--- config.mk ---
export PLATFORM = sky130hd
export DESIGN_NAME = gregorian_date_step_core
export DESIGN_NICKNAME = d
export VERILOG_FILES = /design/src/gds_pkg.sv /design/src/gregorian_date_step_core.sv /design/src/gds_leap.sv /design/src/gds_step.sv
export SDC_FILE = /design/constraint.sdc
export NUM_CORES = 1
export LEC_CHECK = 0
export ABC_AREA = 1
export BUFFER_PORTS_ARGS = -buffer_cell sky130_fd_sc_hd__buf_2
export CORE_ASPECT_RATIO = 1.5
export CORE_UTILIZATION = 55
export DETAILED_ROUTE_END_ITERATION = 6
export PLACE_DENSITY = 0.78
export RECOVER_POWER = 100
export SKIP_LAST_GASP = 1
export SLEW_MARGIN = 20
export SYNTH_ARGS = -nofsm -noshare
export SYNTH_HDL_FRONTEND = slang
export SYNTH_HIERARCHICAL = 1
export SYNTH_SLANG_ARGS = --single-unit
--- constraint.sdc ---
create_clock -name clk -period 6.1 [get_ports clk]
set_input_delay 0 -clock clk [delete_from_list [all_inputs] [get_ports clk]]
set_output_delay 0 -clock clk [all_outputs]
set_load 0.03 [all_outputs]
--- src/gds_pkg.sv ---
package gds_pkg;

  // Field widths
  localparam int unsigned DAY_W   = 5;
  localparam int unsigned MONTH_W = 4;
  localparam int unsigned YEAR_W  = 14;

  // Calendar limits
  localparam logic [YEAR_W-1:0]  YEAR_MIN  = 14'd1;
  localparam logic [YEAR_W-1:0]  YEAR_MAX  = 14'd9999;
  localparam logic [MONTH_W-1:0] MONTH_JAN = 4'd1;
  localparam logic [MONTH_W-1:0] MONTH_FEB = 4'd2;
  localparam logic [MONTH_W-1:0] MONTH_DEC = 4'd12;
  localparam logic [DAY_W-1:0]   DAY_FIRST = 5'd1;
  localparam logic [DAY_W-1:0]   DAYS_LONG = 5'd31;

  // Divisibility by 25: y % 25 == 0 iff (y * MUL) mod 2^SHIFT < MUL,
  // with MUL = ceil(2^SHIFT / 25) and SHIFT >= YEAR_W + 5
  localparam int unsigned DIV25_SHIFT = 20;
  localparam int unsigned DIV25_MUL_W = 16;
  localparam logic [DIV25_MUL_W-1:0] DIV25_MUL =
    DIV25_MUL_W'(((1 << DIV25_SHIFT) + 24) / 25);

  typedef struct packed {
    logic [DAY_W-1:0]   day;
    logic [MONTH_W-1:0] month;
    logic [YEAR_W-1:0]  year;
  } gds_in_t;

  typedef struct packed {
    logic               date_valid;
    logic [DAY_W-1:0]   month_days;
    logic [DAY_W-1:0]   next_day;
    logic [MONTH_W-1:0] next_month;
    logic [YEAR_W-1:0]  next_year;
    logic [DAY_W-1:0]   prev_day;
    logic [MONTH_W-1:0] prev_month;
    logic [YEAR_W-1:0]  prev_year;
  } gds_out_t;

  // Length of a month; zero for a month number that names no month
  function automatic logic [DAY_W-1:0] month_len(input logic [MONTH_W-1:0] month,
                                                 input logic leap);
    logic [DAY_W-1:0] len;
    len = '0;
    case (month)
      4'd1, 4'd3, 4'd5, 4'd7, 4'd8, 4'd10, 4'd12: len = 5'd31;
      4'd4, 4'd6, 4'd9, 4'd11:                    len = 5'd30;
      4'd2:                                       len = leap ? 5'd29 : 5'd28;
      default:                                    len = '0;
    endcase
    return len;
  endfunction

endpackage

--- src/gregorian_date_step_core.sv ---
// Channel   Ports                          Handshake
// input     start, busy, in_data           taken when start is high and busy is low
// result    out_strobe, out_data           shown for one cycle, no back-pressure
//
// One date per clock; busy is always low. A result is strobed once its item
// has passed the input register, which feeds the validity/step logic, and
// the result register, which captures that logic's output.
// Reset (rst_n low, synchronous) drops any item in flight.
// The receiver cannot stall; every result is strobed exactly once.
module gregorian_date_step_core
  import gds_pkg::*;
(
  input  logic     clk,
  input  logic     rst_n,
  input  logic     start,
  output logic     busy,
  input  gds_in_t  in_data,
  output logic     out_strobe,
  output gds_out_t out_data
);

  logic     in_vld_r;
  logic     in_vld_nxt;
  gds_in_t  in_r;
  logic     out_vld_r;
  gds_out_t out_r;
  gds_out_t res_nxt;

  assign busy       = 1'b0;
  assign in_vld_nxt = start && !busy;

  // Hold the taken item for the step logic
  always_ff @(posedge clk) begin
    if (!rst_n) begin
      in_vld_r <= 1'b0;
    end else begin
      in_vld_r <= in_vld_nxt;
    end
  end

  always_ff @(posedge clk) begin
    if (in_vld_nxt) begin
      in_r <= in_data;
    end
  end

  gds_step u_step (
    .item (in_r),
    .res  (res_nxt)
  );

  // Register the result and strobe it for one cycle
  always_ff @(posedge clk) begin
    if (!rst_n) begin
      out_vld_r <= 1'b0;
    end else begin
      out_vld_r <= in_vld_r;
    end
  end

  always_ff @(posedge clk) begin
    if (in_vld_r) begin
      out_r <= res_nxt;
    end
  end

  assign out_strobe = out_vld_r;
  assign out_data   = out_r;

endmodule

--- src/gds_leap.sv ---
module gds_leap
  import gds_pkg::*;
(
  input  logic [YEAR_W-1:0] year,
  output logic              leap
);

  localparam int unsigned PROD_W = YEAR_W + DIV25_MUL_W;

  logic [PROD_W-1:0]      prod;
  logic [DIV25_SHIFT-1:0] prod_lo;
  logic                   by25;
  logic                   by4;
  logic                   by16;

  // Test divisibility by 25 with one constant multiply
  assign prod    = PROD_W'(year) * PROD_W'(DIV25_MUL);
  assign prod_lo = prod[DIV25_SHIFT-1:0];
  assign by25    = prod_lo < DIV25_SHIFT'(DIV25_MUL);

  // Multiples of 4, 100 and 400 from the low bits and the test above
  assign by4  = (year[1:0] == 2'b00);
  assign by16 = (year[3:0] == 4'b0000);
  assign leap = (by16 && by25) || (by4 && !by25);

endmodule

--- src/gds_step.sv ---
module gds_step
  import gds_pkg::*;
(
  input  gds_in_t  item,
  output gds_out_t res
);

  logic               leap;
  logic [DAY_W-1:0]   len;
  logic               valid;
  logic [DAY_W-1:0]   nd;
  logic [MONTH_W-1:0] nm;
  logic [YEAR_W-1:0]  ny;
  logic [DAY_W-1:0]   pd;
  logic [MONTH_W-1:0] pm;
  logic [YEAR_W-1:0]  py;

  gds_leap u_leap (
    .year (item.year),
    .leap (leap)
  );

  // Check the date against its month's length
  assign len   = month_len(item.month, leap);
  assign valid = (item.year >= YEAR_MIN) && (item.year <= YEAR_MAX) &&
                 (item.month >= MONTH_JAN) && (item.month <= MONTH_DEC) &&
                 (item.day >= DAY_FIRST) && (item.day <= len);

  // Advance one day, rolling month and year
  always_comb begin
    nd = item.day + DAY_W'(1);
    nm = item.month;
    ny = item.year;
    if (item.day == len) begin
      nd = DAY_FIRST;
      if (item.month == MONTH_DEC) begin
        nm = MONTH_JAN;
        ny = item.year + YEAR_W'(1);
      end else begin
        nm = item.month + MONTH_W'(1);
      end
    end
  end

  // Step back one day; only March looks back into February of the same year
  always_comb begin
    pd = item.day - DAY_W'(1);
    pm = item.month;
    py = item.year;
    if (item.day == DAY_FIRST) begin
      if (item.month == MONTH_JAN) begin
        pm = MONTH_DEC;
        py = item.year - YEAR_W'(1);
        pd = DAYS_LONG;
      end else begin
        pm = item.month - MONTH_W'(1);
        pd = month_len(pm, leap);
      end
    end
  end

  // Zero every field of an invalid date
  always_comb begin
    res = '0;
    if (valid) begin
      res.date_valid = 1'b1;
      res.month_days = len;
      res.next_day   = nd;
      res.next_month = nm;
      res.next_year  = ny;
      res.prev_day   = pd;
      res.prev_month = pm;
      res.prev_year  = py;
    end
  end

endmodule
==> metrics.csv <==
stage,metric,value,unit
power,ir_drop,0.704,mV
cells_and_area,diodes,0,
critical_path,cp-end-kind,flip-flop,
power,p_leak,0.00439,uW
run_status,status,"complete, but fails checks",
die,start_util,0.565,
clock_network,cts_tree,yes,
critical_path,start_kind,flip-flop,
timing,fin_hold_ws,0.368,ns
placement,io_buffers,78,
route,vias_per_cell,5.15,
logic_synthesis,synth_cell_types,36,
global_route,antenna_found_initial,0,
route,drc,12,
clock_network,root_buffer,clkbuf_16,
logic_synthesis,post-synth-top-area-cell,edfxtp_1,
placement,dpl.hpwl,13600,um
placement,place_inst,1171,
die,die_y,146,um
logic_synthesis,synth_nets,1088,
die,ioPinCount,80,
logic_synthesis,synth_fa_ha_area_frac,0.253,
global_route,grtUsageTotal,0.248,
global_route,grt_overflow_total,0,
clock_network,numCtsBuffers,9,
critical_path,crit_fanout,8,
logic_synthesis,netlist_area,7650,um2
timing,period_minus_slack,5.90,ns
logic_synthesis,synth.top_cell.area_share,0.295,
critical_path,slowest_delay,0.55,ns
clock_network,cts.sinks,77,
clock_network,clock_path_buffers,2,
placement,gp_congestion,0.931,
logic_synthesis,synth-xor-area-share,0.0321,
cells_and_area,area_growth,17.4,%
critical_path,cp.arrival,5.98,ns
timing,slew-limit-headroom,-0.436,
placement,place_area,8260,um2
logic_synthesis,muxShareOfSynthArea,0,
critical_path,cp.required,6.18,ns
clock_network,insertion_delay,0.34,ns
route,wl_per_cell,14.3,um
global_route,grt_max_degree,54,
critical_path,cp_slowest_cell,fa_1,
clock_network,clkTransAtPathRegs,0.06,ns
logic_synthesis,synthTopCellsByArea,"edfxtp_1 29%, ha_1 13%, fa_1 13%",
timing,worstMarginPinSlew,2.15,ns
power,p_per_area,488,nW/um2
logic_synthesis,syn_area_per_cell,8.17,um2
logic_synthesis,yosys.area_share.simple,0.257,
route,antenna_left,0,
route,first_iter_violations,310,
route,first_pass_iters,7,
logic_synthesis,ys_ff_latch,77,
cells_and_area,drive_gt1_frac,0.150,
logic_synthesis,netlist_instances,936,
cells_and_area,num-fill-cells,1123,
timing,setup_viol,0,
die,fp-row-count,52,
cells_and_area,finalNonFillerCells,1221,
timing,max_freq,0.169,GHz
die,fp.dieW,98.3,um
die,die_area,14400,um2
job,cap_violations,1,
logic_synthesis,yosysSeqAreaShare,0.300,
route,dr_total_vias,6284,
critical_path,cp_common_cell,inv_1,
critical_path,critPathKind,reg -> reg,
logic_synthesis,synth-warning-count,6,
logic_synthesis,synth_top_family_by_area,simple AND/OR/NAND/NOR gates,
route,finalWirelength,17500,um
timing,finalHoldViolCount,0,
logic_synthesis,ys_async_sr_fraction,0,
logic_synthesis,ys.flop_type,edfxtp_1,
logic_synthesis,synth_edf_count,75,
cells_and_area,layout.nets,1206,
logic_synthesis,synth_compound_area_frac,0.0344,
cells_and_area,final_cell_area,8980,um2
timing,slew_viol_final,54,
clock_network,h-tree-depth,3,
run_status,violations,"DRC, capacitance limit, slew limit",
global_route,grt_pass1_vias,6124,
timing,skew,0.0105,ns
global_route,grt_pass1_wl,28100,um
cells_and_area,fin_util,0.663,
hold_path,worst_hold_path_type,in -> reg,
timing,timing.final.crit_share,0.968,
die,core_area,13500,um2
sequential cells by signal, indices dropped and copies added (netlist names):
name / count
out_data: 52
in_r: 23
out_strobe: 1
in_vld_r: 1
area by class of cell:
type                    instances  area [um2]  area share
multi-input cells             630        4480       0.500
flip-flops and latches         77        2290       0.255
well taps                     162         203      0.0226
repair buffers                134         888      0.0990
clock buffers                   9         225      0.0251
clock inverters                 7         120      0.0134
inverters                     202         763      0.0850
final timing paths:
| check | start | slack, ns | endpoint | cells after the start |
|---|---|---|---|---|
| setup / recovery | in_r[6]$_DFFE_PP_ | 0.20 | out_data[13]$_DFFE_PP_ | 31 |
| hold / removal | in_data[22] | 0.37 | in_r[22]$_DFFE_PP_ | 2 |
| setup reg to reg | in_r[6]$_DFFE_PP_ | 0.20 | out_data[13]$_DFFE_PP_ | 31 |
| hold reg to reg | in_r[18]$_DFFE_PP_ | 0.75 | out_data[41]$_DFFE_PP_ | 3 |
per-layer routing:
layer | track usage | part of all wire | vias to the layer above
li1 | - | - | 3155
met5 | 0 | 0 | -
met4 | 0.152 | 0.057 | 0
met2 | 0.462 | 0.54 | 188
met3 | 0.0311 | 0.036 | 59
met1 | 0.262 | 0.37 | 2882
cells in the final DEF, fill, tap and decap left out, drive strengths merged, types with 4 or more instances in the layout:
master	netlist	routed
a21oi	10	10
buf	16	50
clkbuf	11	69
dlygate4sd3	0	24
edfxtp	75	75
fa	48	48
ha	78	78
inv	202	204
nand2	216	216
nand3	70	70
nand4	16	16
nor2	105	105
nor3	13	13
o21ai	29	29
xnor2	4	4
xor2	24	24
synthesized netlist by cell type, types with 3 or more instances:
library cell  number
xnor2_1            4
inv_1            197
nand2_2            7
o21ai_0           29
or2_2              3
a21oi_1            9
nand3b_1           3
xor2_1            24
nor2_2            55
nand3_1           69
nor3_1            13
edfxtp_1          75
ha_1              78
inv_2              3
fa_1              48
nor2_1            49
buf_6              7
nand2_1          207
clkbuf_1          11
buf_4              4
buf_2              5
nand4_1           16
stage by stage:
stage / worst slack [ns] / power [uW] / setup TNS (ns)
finish: 0.198 / 4380 / 0
global route: -0.0343 / 4850 / -0.789
CTS: 0.0864 / 4160 / 0
detailed placement: 0.113 / 3500 / 0
global placement: 0.186 / 3460 / 0
floorplan: 0.358 / 2900 / 0
what timing repair did:
item / in CTS / in global routing
hold endpoints to repair: 25 / 0
setup buffers: 0 / 6
endpoints found under the setup margin: 0 / 52
hold buffers: 24 / 0
resized for setup: 0 / 21
critical path: cells and delay by family, from the launching register on:
kind	cells	cell delay, ns
adders and majority gates	7	2.91
and+or+nand+nor	14	1.25
buffers and inverters	8	0.64
DFF	1	0.44
AOI/OAI and AO/OA	2	0.37
report_power, final:
part           switching, uW  internal [uW]
registers               31.8            641
logic                   1940           1150
clock network            220            402
total                   2190           2190
kinds of logic after synthesis:
kind of cell,Yosys count
compound gates,48
xor+xnor,28
fa+ha+maj,126
buf+inv,229
flops,77
other cells,1
simple gates,427
No activity file was read; power rests on OpenSTA's default activity.
